<file path="config.mk">
export PLATFORM = sky130hd
export DESIGN_NAME = double_hash_table
export DESIGN_NICKNAME = d
export VERILOG_FILES = /design/src/rtl/core/dht_pkg.sv /design/src/rtl/core/dht_mod_unit.sv /design/src/rtl/core/dht_datapath.sv /design/src/rtl/core/dht_sequencer.sv /design/src/rtl/core/double_hash_table.sv
export SDC_FILE = /design/constraint.sdc
export NUM_CORES = 1
export LEC_CHECK = 0
export BUFFER_PORTS_ARGS = -buffer_cell sky130_fd_sc_hd__buf_2
export CORE_MARGIN = 2
export CORE_UTILIZATION = 30
export CTS_CLUSTER_SIZE = 40
export DETAILED_ROUTE_END_ITERATION = 6
export HOLD_SLACK_MARGIN = 0.08
export PLACE_DENSITY_LB_ADDON = 0.1
export SYNTH_ARGS = -nofsm -noshare
export SYNTH_HDL_FRONTEND = slang
export SYNTH_SLANG_ARGS = --single-unit
export TNS_END_PERCENT = 30
</file>
<file path="constraint.sdc">
create_clock -name clock -period 7.6 [get_ports clock]
set_clock_uncertainty 0.05 [all_clocks]
set_input_delay 0.76 -clock clock [delete_from_list [all_inputs] [get_ports clock]]
set_output_delay 0.76 -clock clock [all_outputs]
set_load 0.1 [all_outputs]
</file>
<file path="src/rtl/core/dht_pkg.sv">
package dht_pkg;

   localparam int DEF_TABLE_DEPTH = 16;
   localparam int DEF_STEP_PRIME  = 7;

   localparam int KEY_W   = 32;
   localparam int VAL_W   = 32;
   localparam int STAT_W  = 3;
   localparam int SLOT_W  = 4;
   localparam int STEP_W  = 8;   // holds any step up to 255
   localparam int OPND_W  = 32;

   // request kinds
   localparam logic KIND_INSERT = 1'b0;
   localparam logic KIND_SEARCH = 1'b1;

   // response status codes
   localparam logic [STAT_W-1:0] ST_INSERTED  = 3'd0;
   localparam logic [STAT_W-1:0] ST_UPDATED   = 3'd1;
   localparam logic [STAT_W-1:0] ST_FOUND     = 3'd2;
   localparam logic [STAT_W-1:0] ST_NOT_FOUND = 3'd3;
   localparam logic [STAT_W-1:0] ST_FULL      = 3'd4;

   // microprogram step addresses
   localparam int STEP_CODE_W = 3;
   localparam logic [STEP_CODE_W-1:0] S_CLEAR  = 3'd0;
   localparam logic [STEP_CODE_W-1:0] S_IDLE   = 3'd1;
   localparam logic [STEP_CODE_W-1:0] S_KMOD   = 3'd2;
   localparam logic [STEP_CODE_W-1:0] S_SLOAD  = 3'd3;
   localparam logic [STEP_CODE_W-1:0] S_SMOD   = 3'd4;
   localparam logic [STEP_CODE_W-1:0] S_ISSUE  = 3'd5;
   localparam logic [STEP_CODE_W-1:0] S_PROBE  = 3'd6;
   localparam logic [STEP_CODE_W-1:0] S_FINISH = 3'd7;

   // jump conditions: jump to target when true, hold the step when false
   localparam int COND_W = 3;
   localparam logic [COND_W-1:0] C_ALWAYS     = 3'd0;
   localparam logic [COND_W-1:0] C_REQ        = 3'd1;
   localparam logic [COND_W-1:0] C_CLR_DONE   = 3'd3;
   localparam logic [COND_W-1:0] C_PROBE_DONE = 3'd4;
   localparam logic [COND_W-1:0] C_RSP_FREE   = 3'd5;

   typedef struct packed {
      logic [STEP_CODE_W-1:0] target;
      logic [COND_W-1:0]      cond;
      logic                   idle;
      logic                   clr_wr;
      logic                   key_ld;
      logic                   step_ld;
      logic                   issue;
      logic                   probe;
      logic                   finish;
   } ctl_type;

   typedef struct packed {
      logic req_go;
      logic clr_done;
      logic probe_done;
      logic rsp_free;
   } flg_type;

   function automatic ctl_type dht_rom(input logic [STEP_CODE_W-1:0] step);
      ctl_type w;
      w = '0;
      case (step)
         S_CLEAR: begin
            w.clr_wr = 1'b1;
            w.cond   = C_CLR_DONE;
            w.target = S_IDLE;
         end
         S_IDLE: begin
            w.idle    = 1'b1;
            w.key_ld  = 1'b1;
            w.cond    = C_REQ;
            w.target  = S_KMOD;
         end
         S_KMOD: begin
            w.cond   = C_ALWAYS;
            w.target = S_SLOAD;
         end
         S_SLOAD: begin
            w.step_ld = 1'b1;
            w.cond    = C_ALWAYS;
            w.target  = S_SMOD;
         end
         S_SMOD: begin
            w.cond   = C_ALWAYS;
            w.target = S_ISSUE;
         end
         S_ISSUE: begin
            w.issue  = 1'b1;
            w.cond   = C_ALWAYS;
            w.target = S_PROBE;
         end
         S_PROBE: begin
            w.probe  = 1'b1;
            w.cond   = C_PROBE_DONE;
            w.target = S_FINISH;
         end
         S_FINISH: begin
            w.finish = 1'b1;
            w.cond   = C_RSP_FREE;
            w.target = S_IDLE;
         end
         default: begin
            w.cond   = C_ALWAYS;
            w.target = S_IDLE;
         end
      endcase
      return w;
   endfunction

endpackage

</file>
<file path="src/rtl/core/dht_mod_unit.sv">
module dht_mod_unit import dht_pkg::*; #(
   parameter int MODULUS = DEF_STEP_PRIME
) (
   input  logic                         clock,
   input  logic [OPND_W-1:0]            num,
   output logic [$clog2(MODULUS)-1:0]   rem
);

   localparam int RW = $clog2(MODULUS);
   localparam int SH = OPND_W + RW;
   localparam int PW = 2 * OPND_W + 1;
   localparam logic [63:0] ONE_SH = 64'd1 << SH;
   localparam logic [OPND_W:0] RECIP =
      (OPND_W+1)'((ONE_SH + 64'(MODULUS) - 64'd1) / 64'(MODULUS));
   localparam logic [RW-1:0] MOD_LO = RW'(MODULUS);

   logic [PW-1:0] prod;
   logic [RW-1:0] qlo_ff, qlo_in, qd;

   // quotient by reciprocal multiplication, exact for every operand word;
   // hold num until the remainder is used; the remainder follows the registered quotient
   assign prod   = PW'(num) * PW'(RECIP);
   assign qlo_in = prod[SH +: RW];

   always_ff @(posedge clock) begin
      qlo_ff <= qlo_in;
   end

   // the remainder fits in RW bits, so only the low bits of q * modulus matter
   assign qd  = qlo_ff * MOD_LO;
   assign rem = num[RW-1:0] - qd;

endmodule

</file>
<file path="src/rtl/core/dht_datapath.sv">
module dht_datapath import dht_pkg::*; #(
   parameter int TABLE_DEPTH = DEF_TABLE_DEPTH,
   parameter int STEP_PRIME  = DEF_STEP_PRIME
) (
   input  logic              clock,
   input  logic              reset,
   input  ctl_type           ctl,
   output flg_type           flg,
   input  logic              req_valid,
   input  logic              req_kind,
   input  logic [KEY_W-1:0]  req_key,
   input  logic [VAL_W-1:0]  req_value,
   output logic              rsp_valid,
   input  logic              rsp_ready,
   output logic [STAT_W-1:0] rsp_status,
   output logic [VAL_W-1:0]  rsp_found_value,
   output logic [SLOT_W-1:0] rsp_slot
);

   localparam int IDX_W  = $clog2(TABLE_DEPTH);
   localparam int PRM_W  = $clog2(STEP_PRIME);
   localparam int WORD_W = 1 + KEY_W + VAL_W;

   logic              kind_ff;
   logic [KEY_W-1:0]  key_ff;
   logic [VAL_W-1:0]  value_ff;
   logic [OPND_W-1:0] opnd_ff;
   logic [IDX_W-1:0]  clr_ff;
   logic [IDX_W-1:0]  start_ff;
   logic [IDX_W-1:0]  stepd_ff;
   logic [IDX_W-1:0]  idx_ff;

   logic [STAT_W-1:0] res_status_ff;
   logic [VAL_W-1:0]  res_value_ff;
   logic [SLOT_W-1:0] res_slot_ff;
   logic              wr_need_ff;

   logic              rsp_valid_ff;
   logic [STAT_W-1:0] rsp_status_ff;
   logic [VAL_W-1:0]  rsp_value_ff;
   logic [SLOT_W-1:0] rsp_slot_ff;

   logic [WORD_W-1:0] slot_mem_ff [TABLE_DEPTH];
   logic [WORD_W-1:0] mem_rd_ff;

   logic              req_go, finish_go, mem_we;
   logic [IDX_W-1:0]  rem_d;
   logic [PRM_W-1:0]  rem_p;
   logic [STEP_W-1:0] step_raw;
   logic [IDX_W:0]    sum;
   logic [IDX_W-1:0]  nxt, rd_addr, mem_wa;
   logic [WORD_W-1:0] mem_wd;
   logic              rd_used, rd_match, wrap, done;
   logic [KEY_W-1:0]  rd_key;
   logic [VAL_W-1:0]  rd_value;

   assign req_go    = req_valid & ctl.idle;
   assign finish_go = ctl.finish & (~rsp_valid_ff | rsp_ready);

   dht_mod_unit #(.MODULUS(TABLE_DEPTH)) u_mod_depth (
      .clock (clock),
      .num   (opnd_ff),
      .rem   (rem_d)
   );

   dht_mod_unit #(.MODULUS(STEP_PRIME)) u_mod_prime (
      .clock (clock),
      .num   (opnd_ff),
      .rem   (rem_p)
   );

   assign step_raw = STEP_W'(STEP_PRIME) - STEP_W'(rem_p);

   // next probe slot, step already reduced below the depth
   assign sum = {1'b0, idx_ff} + {1'b0, stepd_ff};
   assign nxt = (sum >= (IDX_W+1)'(TABLE_DEPTH)) ?
                IDX_W'(sum - (IDX_W+1)'(TABLE_DEPTH)) : sum[IDX_W-1:0];

   assign rd_used  = mem_rd_ff[WORD_W-1];
   assign rd_key   = mem_rd_ff[KEY_W+VAL_W-1:VAL_W];
   assign rd_value = mem_rd_ff[VAL_W-1:0];
   assign rd_match = rd_used & (rd_key == key_ff);
   assign wrap     = (nxt == start_ff);
   assign done     = ~rd_used | rd_match | wrap;

   assign rd_addr = ctl.issue ? start_ff : nxt;
   assign mem_we  = ctl.clr_wr | (finish_go & wr_need_ff);
   assign mem_wa  = ctl.clr_wr ? clr_ff : idx_ff;
   assign mem_wd  = ctl.clr_wr ? '0 : {1'b1, key_ff, value_ff};

   always_ff @(posedge clock) begin
      if (mem_we) begin
         slot_mem_ff[mem_wa] <= mem_wd;
      end
      mem_rd_ff <= slot_mem_ff[rd_addr];
   end

   always_ff @(posedge clock) begin
      if (req_go) begin
         kind_ff  <= req_kind;
         key_ff   <= req_key;
         value_ff <= req_value;
         opnd_ff  <= req_key;
      end else if (ctl.step_ld) begin
         opnd_ff <= {{(OPND_W-STEP_W){1'b0}}, step_raw};
      end

      if (ctl.step_ld) begin
         start_ff <= rem_d;
      end
      if (ctl.issue) begin
         stepd_ff <= rem_d;
         idx_ff   <= start_ff;
      end else if (ctl.probe && !done) begin
         idx_ff <= nxt;
      end

      if (ctl.probe && done) begin
         res_value_ff <= '0;
         res_slot_ff  <= '0;
         wr_need_ff   <= 1'b0;
         if (!rd_used) begin
            if (kind_ff == KIND_INSERT) begin
               res_status_ff <= ST_INSERTED;
               res_slot_ff   <= SLOT_W'(idx_ff);
               wr_need_ff    <= 1'b1;
            end else begin
               res_status_ff <= ST_NOT_FOUND;
            end
         end else if (rd_match) begin
            res_slot_ff <= SLOT_W'(idx_ff);
            if (kind_ff == KIND_INSERT) begin
               res_status_ff <= ST_UPDATED;
               wr_need_ff    <= 1'b1;
            end else begin
               res_status_ff <= ST_FOUND;
               res_value_ff  <= rd_value;
            end
         end else begin
            res_status_ff <= (kind_ff == KIND_INSERT) ? ST_FULL : ST_NOT_FOUND;
         end
      end

      if (finish_go) begin
         rsp_status_ff <= res_status_ff;
         rsp_value_ff  <= res_value_ff;
         rsp_slot_ff   <= res_slot_ff;
      end
   end

   always_ff @(posedge clock) begin
      if (reset) begin
         clr_ff       <= '0;
         rsp_valid_ff <= 1'b0;
      end else begin
         if (ctl.clr_wr) begin
            clr_ff <= clr_ff + 1'b1;
         end
         if (finish_go) begin
            rsp_valid_ff <= 1'b1;
         end else if (rsp_ready) begin
            rsp_valid_ff <= 1'b0;
         end
      end
   end

   assign flg.req_go     = req_go;
   assign flg.clr_done   = (clr_ff == IDX_W'(TABLE_DEPTH - 1));
   assign flg.probe_done = done;
   assign flg.rsp_free   = ~rsp_valid_ff | rsp_ready;

   assign rsp_valid       = rsp_valid_ff;
   assign rsp_status      = rsp_status_ff;
   assign rsp_found_value = rsp_value_ff;
   assign rsp_slot        = rsp_slot_ff;

   a_value_only_on_found: assert property (@(posedge clock) disable iff (reset)
      (rsp_valid_ff && rsp_status_ff != ST_FOUND) |-> (rsp_value_ff == '0))
      else $error("found_value nonzero without a hit");

   a_slot_zero_on_miss: assert property (@(posedge clock) disable iff (reset)
      (rsp_valid_ff && (rsp_status_ff == ST_NOT_FOUND || rsp_status_ff == ST_FULL))
      |-> (rsp_slot_ff == '0))
      else $error("slot nonzero on miss or full");

   a_rsp_from_finish: assert property (@(posedge clock) disable iff (reset)
      $rose(rsp_valid_ff) |-> $past(ctl.finish))
      else $error("response raised outside finish step");

endmodule

</file>
<file path="src/rtl/core/dht_sequencer.sv">
module dht_sequencer import dht_pkg::*; (
   input  logic    clock,
   input  logic    reset,
   input  flg_type flg,
   output ctl_type ctl
);

   logic [STEP_CODE_W-1:0] step_ff, step_in;
   logic                   jump;

   assign ctl = dht_rom(step_ff);

   // jump when the selected condition holds, else hold the step
   always_comb begin
      case (ctl.cond)
         C_ALWAYS:     jump = 1'b1;
         C_REQ:        jump = flg.req_go;
         C_CLR_DONE:   jump = flg.clr_done;
         C_PROBE_DONE: jump = flg.probe_done;
         C_RSP_FREE:   jump = flg.rsp_free;
         default:      jump = 1'b1;
      endcase
      step_in = jump ? ctl.target : step_ff;
   end

   always_ff @(posedge clock) begin
      if (reset) begin
         step_ff <= S_CLEAR;
      end else begin
         step_ff <= step_in;
      end
   end

endmodule

</file>
<file path="src/rtl/core/double_hash_table.sv">
// A word accepted on req raises rsp_valid after the hash setup steps, P probes and
// finish, where P is the probe count (1 up to the probe cycle length, at most TABLE_DEPTH).
// A new word is taken only once the previous one has finished; the probe loop reads one slot
// per cycle from the single-read-port slot memory, after the kmod, sload, smod and issue steps.
// Reset: synchronous, active high; afterwards a clearing pass empties every slot while
// req_ready stays low.
module double_hash_table import dht_pkg::*; #(
   parameter int TABLE_DEPTH = DEF_TABLE_DEPTH,
   parameter int STEP_PRIME  = DEF_STEP_PRIME
) (
   input  logic              clock,
   input  logic              reset,
   input  logic              req_valid,
   output logic              req_ready,
   input  logic              req_kind,
   input  logic [KEY_W-1:0]  req_key,
   input  logic [VAL_W-1:0]  req_value,
   output logic              rsp_valid,
   input  logic              rsp_ready,
   output logic [STAT_W-1:0] rsp_status,
   output logic [VAL_W-1:0]  rsp_found_value,
   output logic [SLOT_W-1:0] rsp_slot
);

   // The sequencer steps through a small microprogram held in dht_rom:
   //   clear   - write an empty word into one slot per cycle after reset
   //   idle    - take a request word, load the key into the operand register
   //   kmod    - multiply the key by both reciprocals, register the quotients
   //   sload   - latch start slot, form step = prime - (key mod prime)
   //   smod    - quotient of the step by the table depth
   //   issue   - latch the step below the depth, read the start slot
   //   probe   - one slot per cycle until empty, match or back at start
   //   finish  - write back on insert/update, post the response word
   // The response register parts the two sides: a finished word may wait on
   // rsp_ready while the next request is taken; finish only holds when the
   // response register is still occupied.

   ctl_type ctl;
   flg_type flg;

   dht_sequencer u_seq (
      .clock (clock),
      .reset (reset),
      .flg   (flg),
      .ctl   (ctl)
   );

   dht_datapath #(
      .TABLE_DEPTH (TABLE_DEPTH),
      .STEP_PRIME  (STEP_PRIME)
   ) u_dp (
      .clock           (clock),
      .reset           (reset),
      .ctl             (ctl),
      .flg             (flg),
      .req_valid       (req_valid),
      .req_kind        (req_kind),
      .req_key         (req_key),
      .req_value       (req_value),
      .rsp_valid       (rsp_valid),
      .rsp_ready       (rsp_ready),
      .rsp_status      (rsp_status),
      .rsp_found_value (rsp_found_value),
      .rsp_slot        (rsp_slot)
   );

   // accept a request word only in the idle step
   assign req_ready = ctl.idle;

endmodule
</file>
* Word-level counts from Yosys, hierarchy flattened
Memories as Yosys holds them, arrays and structs flattened. A register that Yosys moved wholly into a read port is not among the register bits. Index checks and enable logic that the tools add are counted.
Cells by class: eq/ne operators 14, div/mod/pow operators 0, $lt $le $gt $ge 1, bitwise gates (word level) 10, shift operators 0, multipliers 2, add/sub/neg operators 5, mux-type cells 31, reductions and logical operators 8
Operators by type and width (number):
- 65-bit two-way mux | 1
- 32-bit two-way mux | 2
- 6-bit case mux with 8 select lines | 1
- 32-bit by 33-bit multiplier with 38-bit output (second input constant) | 1
- 32-bit == test | 1
- 4-bit two-way mux | 8
- 3-bit == test (second input constant) | 6
- 1-bit two-way mux | 13
- 3-bit by 2-bit == test with 1-bit output (second input constant) | 3
- 3-bit two-way mux | 3
- 3-bit by 1-bit == test with 1-bit output (second input constant) | 2
- 2-bit nonzero test | 3
- 4-bit by 4-bit adder with 5-bit output | 1
- 5-bit >= comparator (second input constant) | 1
- 4-bit by 1-bit adder with 4-bit output (second input constant) | 1
- 1-bit AND | 4
- 4-bit == test | 1
- 4-bit == test (second input constant) | 1
- 2-bit two-way mux | 2
- 1-bit bitwise OR | 4
- 1-bit case mux with 4 select lines | 1
- 3-bit by 3-bit subtractor with 4-bit output (first input constant) | 1
- 4-bit by 1-bit subtractor with 4-bit output (second input constant) | 1
- 3-bit logical NOT | 1
- 6 further kinds | 8
Word-level totals: register bits 199, word-level logic and storage cells 90, memories kept 1, latch bits 0, output and inout port bits 41, ROM bits 0, bits in writable memories 1040
Memory list:
- u_dp.slot_mem_ff | words 16, bits a word 65, read ports 1, clocked after Yosys merged registers in 1, wr ports 1, RTL line dht_datapath.sv:43 | logic [WORD_W-1:0] slot_mem_ff [TABLE_DEPTH];

* Longest topological paths before layout
Gate-level depths: netlist of the first run.
word-level depth 9, mapped depth 21, mapped depth without buffers 21

* Cells and area by module
Synthesis of the first run repeated with hierarchy kept, for this count alone.
Second synthesis, totals: cells, all modules 2822, area, all modules 54507.3 µm²
By module, submodules not included:
- dht_datapath | cells each 2146, instances 1, area each 47774.6 µm²
- dht_mod_unit at u_dp.u_mod_prime | cells each 627, instances 1, area each 6367.4 µm²
- dht_sequencer | cells each 45, instances 1, area each 335.3 µm²
- dht_mod_unit at u_dp.u_mod_depth | cells each 4, instances 1, area each 30.0 µm²

* Least setup slack after synthesis of the first run
No wires, ideal clock.
path type flip-flop to flip-flop, start point register u_dp.rsp_valid_ff (netlist: u_dp.rsp_valid), end point memory u_dp.slot_mem_ff[12][0] (netlist name), enable pin, library setup time 0.489 ns, arrival 6.128 ns, cell stages (with the launch flop) 6, data required time 7.061 ns, setup slack 0.933 ns, buffers on the path 0, cell sequence dfxtp_1 -> nor2b_1 -> nor2_1 -> nand2_1 -> o32a_1 -> nor2_1
On the way: cells in the longest elaborated chain, start to end 7
Ends and longest elaborated chain:
- start: declaration | RTL line dht_datapath.sv:38 | logic rsp_valid_ff;
- start signal: assignment | RTL line dht_datapath.sv:154 | rsp_valid_ff <= 1'b0;
- start signal: assignment | RTL line dht_datapath.sv:160 | rsp_valid_ff <= 1'b1;
- start signal: assignment | RTL line dht_datapath.sv:162 | rsp_valid_ff <= 1'b0;
- 1-bit inverter | RTL line dht_datapath.sv:58 | assign finish_go = ctl.finish & (~rsp_valid_ff | rsp_ready);
- 1-bit bitwise OR | RTL line dht_datapath.sv:58
- 1-bit AND | RTL line dht_datapath.sv:58
- net u_dp.finish_go | RTL line dht_datapath.sv:46 | logic req_go, finish_go, mem_we;
- 1-bit AND | RTL line dht_datapath.sv:87 | assign mem_we = ctl.clr_wr | (finish_go & wr_need_ff);
- 1-bit bitwise OR | RTL line dht_datapath.sv:87
- 1-bit two-way mux | RTL line dht_datapath.sv:92 | if (mem_we) begin
- 1-bit two-way mux (not written as such) | RTL line dht_datapath.sv:93 | slot_mem_ff[mem_wa] <= mem_wd;
- end: declaration | RTL line dht_datapath.sv:43
The timed path passes the listed nets, and every way through them passes these cells.

* Worst setup path after layout of the first run
start point register u_dp.opnd_ff[3], end point register u_dp.u_mod_prime.qlo_ff[2]
On the way: cells in the longest elaborated chain, start to end 1
Ends and longest elaborated chain:
- start: declaration | RTL line dht_datapath.sv:27 | logic [OPND_W-1:0] opnd_ff;
- start signal: assignment | RTL line dht_datapath.sv:103 | opnd_ff <= req_key;
- start signal: assignment | RTL line dht_datapath.sv:105 | opnd_ff <= {{(OPND_W-STEP_W){1'b0}}, step_raw};
- 32-bit by 33-bit multiplier with 38-bit output | RTL line dht_mod_unit.sv:22 | assign prod = PW'(num) * PW'(RECIP);
- net u_dp.u_mod_prime.prod[37] | RTL line dht_mod_unit.sv:17 | logic [PW-1:0] prod;
- end signal: assignment | RTL line dht_mod_unit.sv:26 | qlo_ff <= qlo_in;
- end: declaration | RTL line dht_mod_unit.sv:18 | logic [RW-1:0] qlo_ff, qlo_in, qd;
The timed path passes the listed nets, and every way through them passes these cells. A chain may end at the register's enable or synchronous reset.

==> results.toml, run 1 <==
[worst_setup_path]
r2r_end = "u_dp.u_mod_prime.qlo_ff[2]"
cp_num_cells = 15
cpMostUsedCell = "fa_1"
cp.arrival_ns = 6.58
startpoint_type = "flip-flop"
cp.required_ns = 8.25
crit_family = "adder cells"
crit_chain = "ha_1 > fa_1 > inv_1 > fa_1 > inv_1 > fa_1 > fa_1 > fa_1 > ha_1 > o21ai_0 > a211oi_1 > nand3_1 > a31o_2 > a31o_1 > a311oi_1"
crit_buf_inv = 2
r2r_cells = 15
worst_path_max_delay_cell = "fa_1"
timing.rr.start = "u_dp.opnd_ff[3]"
critPathKind = "flip-flop to flip-flop"
critPathMaxFanout = 6
cp_slowest_stage_delay_ns = 0.79
rrSetupSlack_ns = 1.67
worst_setup_path_end_kind = "flip-flop"

[synth]
syn_area_per_cell_um2 = 13.8
synth_nets = 4458
synth-main-ff-cell = "edfxtp_1"
synth_top_area_share_pct = 65.6
synth-seq-cells = 1304
netlist_instances = 4076
synthArstFlopShare_pct = 0
ys_types = 57
synth.area.top_cells = "edfxtp_1, nand2_1, fa_1, ha_1, a311oi_1"
synth-edff-count = 1228
synthTopCellsByCount = "edfxtp_1, nand2_1, nand3_1"
synth_top_area_cell = "edfxtp_1"
yosysMostFrequentCell = "edfxtp_1"
seq_area_frac_synth_pct = 68.3
synth_warnings = 0
syn_area_um2 = 56200

[detailed_routing]
drc = 0
num_vias = 32800
drtIter0Drc = 2217
drtAntennaViolNets = 0
wl_um = 163000
vias_per_cell = 4.84
wl_per_cell_um = 24.0
first_pass_iters = 5

[sta]
slew_viol_final = 0
whs_ns = 0.153
hold_violations = 0
slew_headroom_pct = 27.6
rsz0062_at_grt = "false"
fin_setup_tns_ns = 0
fmax_mhz = 169
fin_crit_ns = 5.93
worst_slew_pin_slew_ns = 1.07
period_share_pct = 78.1
finalSetupViolCount = 0

[power]
p_leak_nw = 23.6
p_int_mw = 12.1
vdd_drop_max_mv = 0.223
power.density_nw_per_um2 = 237
comb_power_share_pct = 1.7
total_power_mw = 15.3
switching_power_mw = 3.24
clkPwrFrac_pct = 46.6
power.share.sequential_pct = 51.8
switching_share_pct = 21.1

[layout]
stdcell_count = 6784
drive_gt1_share_pct = 9.60
fillers = 18100
syn_to_final_growth_pct = 15.2
stdcell_area_um2 = 64800
fin_nets = 4557

[worst_hold_path]
hold_class = "input port to flip-flop"
hold_end = "u_dp.key_ff[28]"
min-delay-start = "req_key[28]"
worstHoldPathCells = 1

[cts]
clk_pin_slew_ns = 0.06
cts_tree = "yes"
cts.path.max_buffers = 3
clock_sinks = 1304
cts_resized = 0
clk_latency_ns = 0.80
root_buffer = "clkbuf_16"
cts_max_level = 4
cts_made_buffers = 150

[floorplanning]
die_y_um = 437
die_x_um = 437
num_io_pins = 110
design.die.area_um2 = 191000
rows = 158
start_util_pct = 30.3
core-area_um2 = 186000

[job]
maxCapViolations = 0

[grt]
grt_pass1_vias = 34000
antenna_found_initial = 2
grt_max_degree = 217
grt.overflow.total = 0
grt_pass1_wl_um = 240000
grt.total_usage_pct = 17.0

[placed_design]
placed_cells = 6469
placed_area_um2 = 59600
io_buffers = 109
gp_congestion = 0.779
dp_hpwl_um = 82400

[run_status]
outcome = "finished, final reports clean"
## per-stage QoR
stage	setup slack (ns)	util, %
after floorplan	0.933	-
after global placement	1.78	32.1
after detailed placement	1.74	32.1
after CTS	1.73	34.8
after global routing	1.37	34.8
final	1.67	34.8
## cells by family after synthesis
group                    share of synthesized area, %
multiplexers                                   0.0756
flip-flops                                       68.3
AO/OA/AOI/OAI                                    6.93
adder cells (fa/ha/maj)                          8.86
buffers and inverters                            3.66
XOR/XNOR                                        0.910
AND/OR/NAND/NOR                                  11.3
## layout make-up
cell class                 instances  area (um^2)  area share, %
timing repair buffer             198         1570           2.43
antenna                            1         2.50        0.00386
tap                             2480         3100           4.79
inverter                         224          867           1.34
clock buffer                     217         4250           6.57
multi-input combinational       2297        16000           24.7
sequential                      1304        38400           59.3
clock inverter                    63          599          0.925
## state kept, by name (all words and copies together), names as in the netlist, 32 cells and up
register / count
u_dp.slot_mem_ff: 1040
u_dp.mem_rd_ff: 65
u_dp.key_ff: 32
u_dp.opnd_ff: 32
u_dp.res_value_ff: 32
u_dp.rsp_found_value: 32
u_dp.value_ff: 32
## how the worst max path moves through the flow
stage	from	end
after floorplan	u_dp.rsp_valid	u_dp.slot_mem_ff[12][0]
after global placement	u_dp.opnd_ff[29]	u_dp.u_mod_prime.qlo_ff[2]
after detailed placement	u_dp.opnd_ff[29]	u_dp.u_mod_prime.qlo_ff[2]
after CTS	u_dp.opnd_ff[29]	u_dp.u_mod_prime.qlo_ff[2]
after global routing	u_dp.opnd_ff[29]	u_dp.u_mod_prime.qlo_ff[2]
final	u_dp.opnd_ff[3]	u_dp.u_mod_prime.qlo_ff[2]
## power groups by stage
stage	clock network, mW	registers [mW]	logic, mW
4_1_cts	7.33	7.93	0.267
5_1_grt	7.61	7.94	0.277
3_3_place_gp	0	8.08	0.254
2_1_floorplan	0	8.09	0.0955
6_report	7.14	7.93	0.255
3_5_place_dp	0	8.08	0.253
## layer usage
metal | global-route usage [%] | part of all wire, % | up-vias
met5 | 0 | 0 | -
met4 | 3.77 | 1.6 | 0
met3 | 2.23 | 3.0 | 171
met2 | 29.1 | 50 | 507
met1 | 23.1 | 46 | 16900
li1 | - | - | 15200
## layout by cell type, fill, tap and decap left out, types with 11 or more instances in the layout
master / synthesis / final
a211oi_1: 134 / 134
a21oi_1: 85 / 85
a311oi_1: 196 / 196
a31oi_1: 70 / 70
and2_1: 100 / 98
and3_1: 160 / 160
buf_12: 0 / 22
buf_2: 75 / 109
buf_4: 13 / 33
clkbuf_1: 144 / 48
clkbuf_16: 0 / 155
clkbuf_8: 0 / 14
clkinv_1: 0 / 21
clkinv_2: 0 / 21
dfxtp_1: 76 / 76
dlygate4sd3_1: 0 / 34
edfxtp_1: 1228 / 1228
fa_1: 142 / 142
ha_1: 171 / 170
inv_1: 221 / 220
nand2_1: 800 / 800
nand3_1: 268 / 267
nor2_1: 39 / 21
nor2_4: 0 / 18
o21ai_0: 11 / 11
xor2_1: 38 / 38
## repair_timing
item                                    in CTS  in global routing
setup buffers                                0                  0
endpoints found under the setup margin       0                  0
endpoints found under the hold margin       34                  0
hold buffers                                34                  0
Power figures use the tool's default switching activity.
==> run 2: changes to the inputs <==
Settings changed: ABC_AREA from default to 1.
Clock period 7.6 ns to 6.1 ns, I/O delays scaled along.
==> run 2 against run 1 <==
  * Hold slack got worse by 0.055 ns
  * Via count rose by 1.8%
  * Synthesized cell count rose by 3.5%
  * Clock-buffer cell count rose by 11
  * First-iteration DRC count rose by 8.0%
  * Register-to-register slack got worse by 1.3 ns
  * Utilization rose by 0.39 points
  * Sequential share of layout area fell by 0.66 points
  * Cell area rose by 1.1%
  * Final cell count rose by 3.4%
  * Area after synthesis barely moved
==> results.toml, run 2 <==
[detailed_routing]
wl_um = 163000
first_pass_iters = 6
drc = 0
drtAntennaViolNets = 0
drtIter0Drc = 2394
wl_per_cell_um = 23.3
vias_per_cell = 4.76
num_vias = 33400

[sta]
fin_crit_ns = 5.73
rsz0062_at_grt = "false"
slew_viol_final = 0
whs_ns = 0.0974
slew_headroom_pct = 25.9
hold_violations = 0
period_share_pct = 93.9
fmax_mhz = 175
finalSetupViolCount = 0
worst_slew_pin_slew_ns = 1.11

[worst_setup_path]
critPathKind = "flip-flop to flip-flop"
worst_path_max_delay_cell = "fa_1"
crit_chain = "ha_1 > fa_1 > fa_1 > inv_1 > fa_1 > inv_1 > fa_1 > fa_1 > inv_1 > fa_1 > inv_1 > fa_1 > ha_1 > and3_1 > and2_1 > nand3_1 > nor2_1 > nand2_1 > nor2_1 > nor2_1 > nand2_1 > nand2_1"
cp.required_ns = 6.71
startpoint_type = "flip-flop"
timing.rr.start = "u_dp.opnd_ff[29]"
r2r_end = "u_dp.u_mod_prime.qlo_ff[2]"
rrSetupSlack_ns = 0.37
r2r_cells = 22
cp_slowest_stage_delay_ns = 0.51
cpMostUsedCell = "fa_1"
critPathMaxFanout = 4
worst_setup_path_end_kind = "flip-flop"
cp.arrival_ns = 6.33

[synth]
synth-main-ff-cell = "edfxtp_1"
synth_top_family_by_area = "compound AO/OA/AOI/OAI gates"
synth.area.top_cells = "edfxtp_1, fa_1, nor2_1, o21ai_0, ha_1"
seq_area_frac_synth_pct = 68.3
synth_nets = 4602
synth_compound_area_share_pct = 10.3
synth_warnings = 0
synth_fa_ha_area_share_pct = 8.86
netlist_instances = 4220
yosys.area_share.simple_pct = 7.11
yosysMostFrequentCell = "edfxtp_1"
ys_types = 47
synth-seq-cells = 1304
synthXorXnorAreaFrac_pct = 0.670
syn_area_um2 = 56200
synthTopCellsByCount = "edfxtp_1, nor2_1, o21ai_0"
synth_top_area_cell = "edfxtp_1"
synth_top_area_share_pct = 65.6
synthArstFlopShare_pct = 0
synth_mux_area_share_pct = 0
syn_area_per_cell_um2 = 13.3
synth-edff-count = 1228

[layout]
drive_gt1_share_pct = 10.5
fin_nets = 4785
stdcell_count = 7013
multiInputGateArea_um2 = 15300
syn_to_final_growth_pct = 16.4
fillers = 18100
final_common_cell = "edfxtp_1"
stdcell_area_um2 = 65500
largest_register_ffs = 1040
final_cell_mix = "edfxtp_1, nor2_1, o21ai_0, inv_1, nand2_1"
seq_area_um2 = 38400
regMostFlops = "u_dp.slot_mem_ff"
reg_top3 = "u_dp.slot_mem_ff: 1040 flops, u_dp.mem_rd_ff: 65 flops"

[grt]
grt.overflow.total = 0
grt_pass1_vias = 34100
grt.total_usage_pct = 17.0
grt_max_degree = 188
antenna_found_initial = 5
grt_pass1_wl_um = 240000

[floorplanning]
design.die.area_um2 = 191000
die_y_um = 437
start_util_pct = 30.3
num_io_pins = 110
die_x_um = 437
rows = 158
core-area_um2 = 186000

[placed_design]
io_buffers = 109
dp_hpwl_um = 89500
placed_area_um2 = 59900
placed_cells = 6667
gp_congestion = 0.746

[job]
maxCapViolations = 0

[cts]
post_cts_buffers = 0
cts_tree = "yes"
cts_made_buffers = 153
cts.path.max_buffers = 3
clk_pin_slew_ns = 0.06
clock_sinks = 1304
cts_max_level = 4
root_buffer = "clkbuf_16"
clk_latency_ns = 0.78

[worst_hold_path]
worstHoldPathCells = 1
hold_class = "input port to flip-flop"
hold_end = "u_dp.key_ff[29]"
min-delay-start = "req_key[29]"

[run_status]
outcome = "finished, final reports clean"
run 2: worst max path at each step:
stage / slack, ns / depth (start not counted) / start / to
after global placement: 0.36 / 22 / u_dp.opnd_ff[29] / u_dp.u_mod_prime.qlo_ff[2]
after global routing: 0.04 / 22 / u_dp.opnd_ff[29] / u_dp.u_mod_prime.qlo_ff[2]
after CTS: 0.37 / 22 / u_dp.opnd_ff[29] / u_dp.u_mod_prime.qlo_ff[2]
after detailed placement: 0.39 / 22 / u_dp.opnd_ff[29] / u_dp.u_mod_prime.qlo_ff[2]
final: 0.37 / 22 / u_dp.opnd_ff[29] / u_dp.u_mod_prime.qlo_ff[2]
after floorplan: -0.20 / 7 / u_dp.rsp_valid / u_dp.slot_mem_ff[0][0]
run 2: worst max-delay path: cells and delay by family (launching register included):
kind | cells | cell delay, ns
simple gates | 9 | 1.00
flops | 1 | 0.44
buf+inv | 4 | 0.21
fa+ha+maj | 9 | 3.87
run 2: what timing repair did:
action / CTS / global route
hold buffers: 60 / 1
hold endpoints to repair: 65 / 1
endpoints found under the setup margin: 0 / 0
gates resized for setup: 0 / 0
run 2: cells by family after synthesis:
kind of cell / after synthesis
compound gates: 919
xor+xnor: 43
fa+ha+maj: 313
buf+inv: 625
flops: 1304
simple gates: 1016
run 2: cell type report:
cell class	count	area share, %
tap	2480	4.74
timing repair buffer	254	3.24
clock inverter	56	0.980
clock buffer	228	6.65
sequential	1304	58.6
inverter	399	2.34
multi-input combinational	2291	23.4
antenna	1	0.00382
run 2: metal layers:
metal  vias up  global-route usage, %  share of wire, %
met5         -                      0                 0
met4         0                   3.70               1.6
met3       188                   2.27               3.4
met2       590                   27.2                47
met1     17100                   24.4                48
li1      15600                      -                 -
run 2: stage by stage:
stage                     worst slack (ns)  setup TNS [ns]  utilization (%)
after floorplan                     -0.198         -179.97                -
after global placement               0.358               0             32.2
after detailed placement             0.391               0             32.2
after CTS                            0.373               0             35.2
after global routing                0.0371               0             35.2
final                                0.375               0             35.2
Power of run 2 is left out: the tool's default activity adds up to more than one toggle a clock period on the data nets, which glitch-free logic cannot reach.
==> run 3: changes to the inputs <==
Settings changed: ABC_AREA 1 to default, TNS_END_PERCENT 30 to 50.
==> run 3 against run 2 <==
  * Clock-buffer cell count fell by 2
  * Critical path type unchanged
  * Sequential cell count is the same
  * Highest routed layer is now met5
  * Largest cell class unchanged
  * First-iteration DRC count fell by 11%
  * Non-clock buffer count rose by 10
  * Hold slack better by 0.067 ns
  * Routed wire length is 1.6% higher
  * Cell area is 0.15% higher
  * Via count fell by 0.95%
  * Sequential share of layout area is 0.087 points lower
==> results.toml, run 3 (synthesis results as in run 1) <==
[power]
switching_share_pct = 20.9
power.share.sequential_pct = 51.3
total_power_mw = 19.3
comb_power_share_pct = 1.7
clkPwrFrac_pct = 47.0
switching_power_mw = 4.02
p_int_mw = 15.2
p_leak_nw = 24.0
power.density_nw_per_um2 = 294
vdd_drop_max_mv = 0.292

[detailed_routing]
wl_per_cell_um = 24.2
drc = 0
num_vias = 33100
wl_um = 166000
drtAntennaViolNets = 0
vias_per_cell = 4.83
first_pass_iters = 5
drtIter0Drc = 2135

[worst_setup_path]
worst_setup_path_end_kind = "flip-flop"
startpoint_type = "flip-flop"
worst_path_max_delay_cell = "fa_1"
critPathKind = "flip-flop to flip-flop"
crit_chain = "ha_1 > fa_1 > fa_1 > inv_1 > fa_1 > inv_1 > fa_1 > fa_1 > inv_1 > fa_1 > inv_1 > fa_1 > ha_1 > nand3_1 > nor3_2 > nand3_1 > a31o_2 > a31o_1 > a311oi_1"
crit_buf_inv = 4
timing.rr.start = "u_dp.opnd_ff[29]"
crit_family = "adder cells"
cp.required_ns = 6.75
critPathMaxFanout = 3
cpMostUsedCell = "fa_1"
crit_start = "u_dp.opnd_ff[29]"
cp_slowest_stage_delay_ns = 0.50
cp.arrival_ns = 6.49

[cts]
post_cts_buffers = 0
cts.path.max_buffers = 3
clock_sinks = 1304
clk_pin_slew_ns = 0.06
root_buffer = "clkbuf_16"
cts_tree = "yes"
cts_made_buffers = 150
cts_max_level = 4
clk_latency_ns = 0.81

[sta]
fmax_mhz = 171
fin_setup_tns_ns = 0
slew_headroom_pct = 16.0
rsz0062_at_grt = "false"
fin_crit_ns = 5.83
hold_violations = 0
worst_slew_pin_slew_ns = 1.26
setup_slack_ns = 0.267
slew_viol_final = 0
period_share_pct = 95.6
finalSetupViolCount = 0

[grt]
grt_pass1_wl_um = 242000
grt.overflow.total = 0
antenna_found_initial = 3
grt.total_usage_pct = 17.3
grt_max_degree = 188
grt_pass1_vias = 34100

[floorplanning]
core-area_um2 = 186000
die_x_um = 437
start_util_pct = 30.3
rows = 158
die_y_um = 437
design.die.area_um2 = 191000
num_io_pins = 110

[worst_hold_path]
min-delay-start = "rsp_ready"
hold_class = "input port to flip-flop"

[placed_design]
dp_hpwl_um = 86800
placed_area_um2 = 60000
io_buffers = 109
gp_congestion = 0.760
post-place-ws_ns = 0.198

[layout]
fin_nets = 4623
fillers = 18100
largest_register_ffs = 1040
seq_area_um2 = 38400
final_common_cell = "edfxtp_1"
regMostFlops = "u_dp.slot_mem_ff"
final_cell_mix = "edfxtp_1, nand2_1, nand3_1, inv_1, a311oi_1"
final_util_pct = 35.3
drive_gt1_share_pct = 10.2
reg_top3 = "u_dp.slot_mem_ff: 1040 flops, u_dp.mem_rd_ff: 65 flops"
multiInputGateArea_um2 = 16000
syn_to_final_growth_pct = 16.6
stdcell_area_um2 = 65600

[job]
maxCapViolations = 0

[run_status]
outcome = "finished, final reports clean"
run 3: final cells by class:
class	count	share of cell area, %
Tap cell	2480	4.73
Inverter	224	1.32
Clock buffer	226	6.53
Timing Repair Buffer	264	3.51
Clock inverter	52	1.00
Antenna cell	4	0.0153
Multi-Input combinational cell	2297	24.4
Sequential cell	1304	58.5
run 3: metal layers:
metal | up-vias | part of all wire (%) | global-route usage [%]
li1 | 15300 | - | -
met1 | 17000 | 46 | 23.4
met2 | 549 | 49 | 29.3
met3 | 193 | 3.1 | 2.37
met4 | 2 | 2.0 | 4.32
met5 | - | 0.0078 | 0
run 3: timing repair:
item                                   4_1_cts  5_1_grt
setup endpoints to repair                    0        1
hold buffers                                65        1
gates resized for setup                      0        2
endpoints found under the hold margin       74        1
run 3: power by group through the flow:
stage	logic [mW]	clock network (mW)	registers [mW]
2_1_floorplan	0.119	0	10.1
3_3_place_gp	0.318	0	10.1
3_5_place_dp	0.318	0	10.1
4_1_cts	0.351	9.29	9.88
5_1_grt	0.366	9.63	9.89
6_report	0.337	9.05	9.88
run 3: final timing paths:
check / to / slack, ns / depth (start not counted)
hold reg to reg: u_dp.rsp_status[0] / 0.37 / 0
hold / removal: u_dp.rsp_valid / 0.16 / 4
setup / recovery: u_dp.u_mod_prime.qlo_ff[2] / 0.27 / 19
setup reg to reg: u_dp.u_mod_prime.qlo_ff[2] / 0.27 / 19
run 3: worst reg2reg max path, cell delays in order (launching register included):
cell	delay (ns)
edfxtp_1	0.44
ha_1	0.24
fa_1	0.46
fa_1	0.49
inv_1	0.05
fa_1	0.50
inv_1	0.06
fa_1	0.47
fa_1	0.49
inv_1	0.05
fa_1	0.50
inv_1	0.05
fa_1	0.45
ha_1	0.28
nand3_1	0.12
nor3_2	0.25
nand3_1	0.11
a31o_2	0.25
a31o_1	0.20
a311oi_1	0.22
run 3: stage by stage:
step | instances | hold WS [ns]
2_1_floorplan | 4076 | 0.350
3_3_place_gp | 6503 | 0.352
3_5_place_dp | 6503 | 0.355
4_1_cts | 6846 | 0.0882
5_1_grt | 6848 | 0.171
6_report | 6851 | 0.164
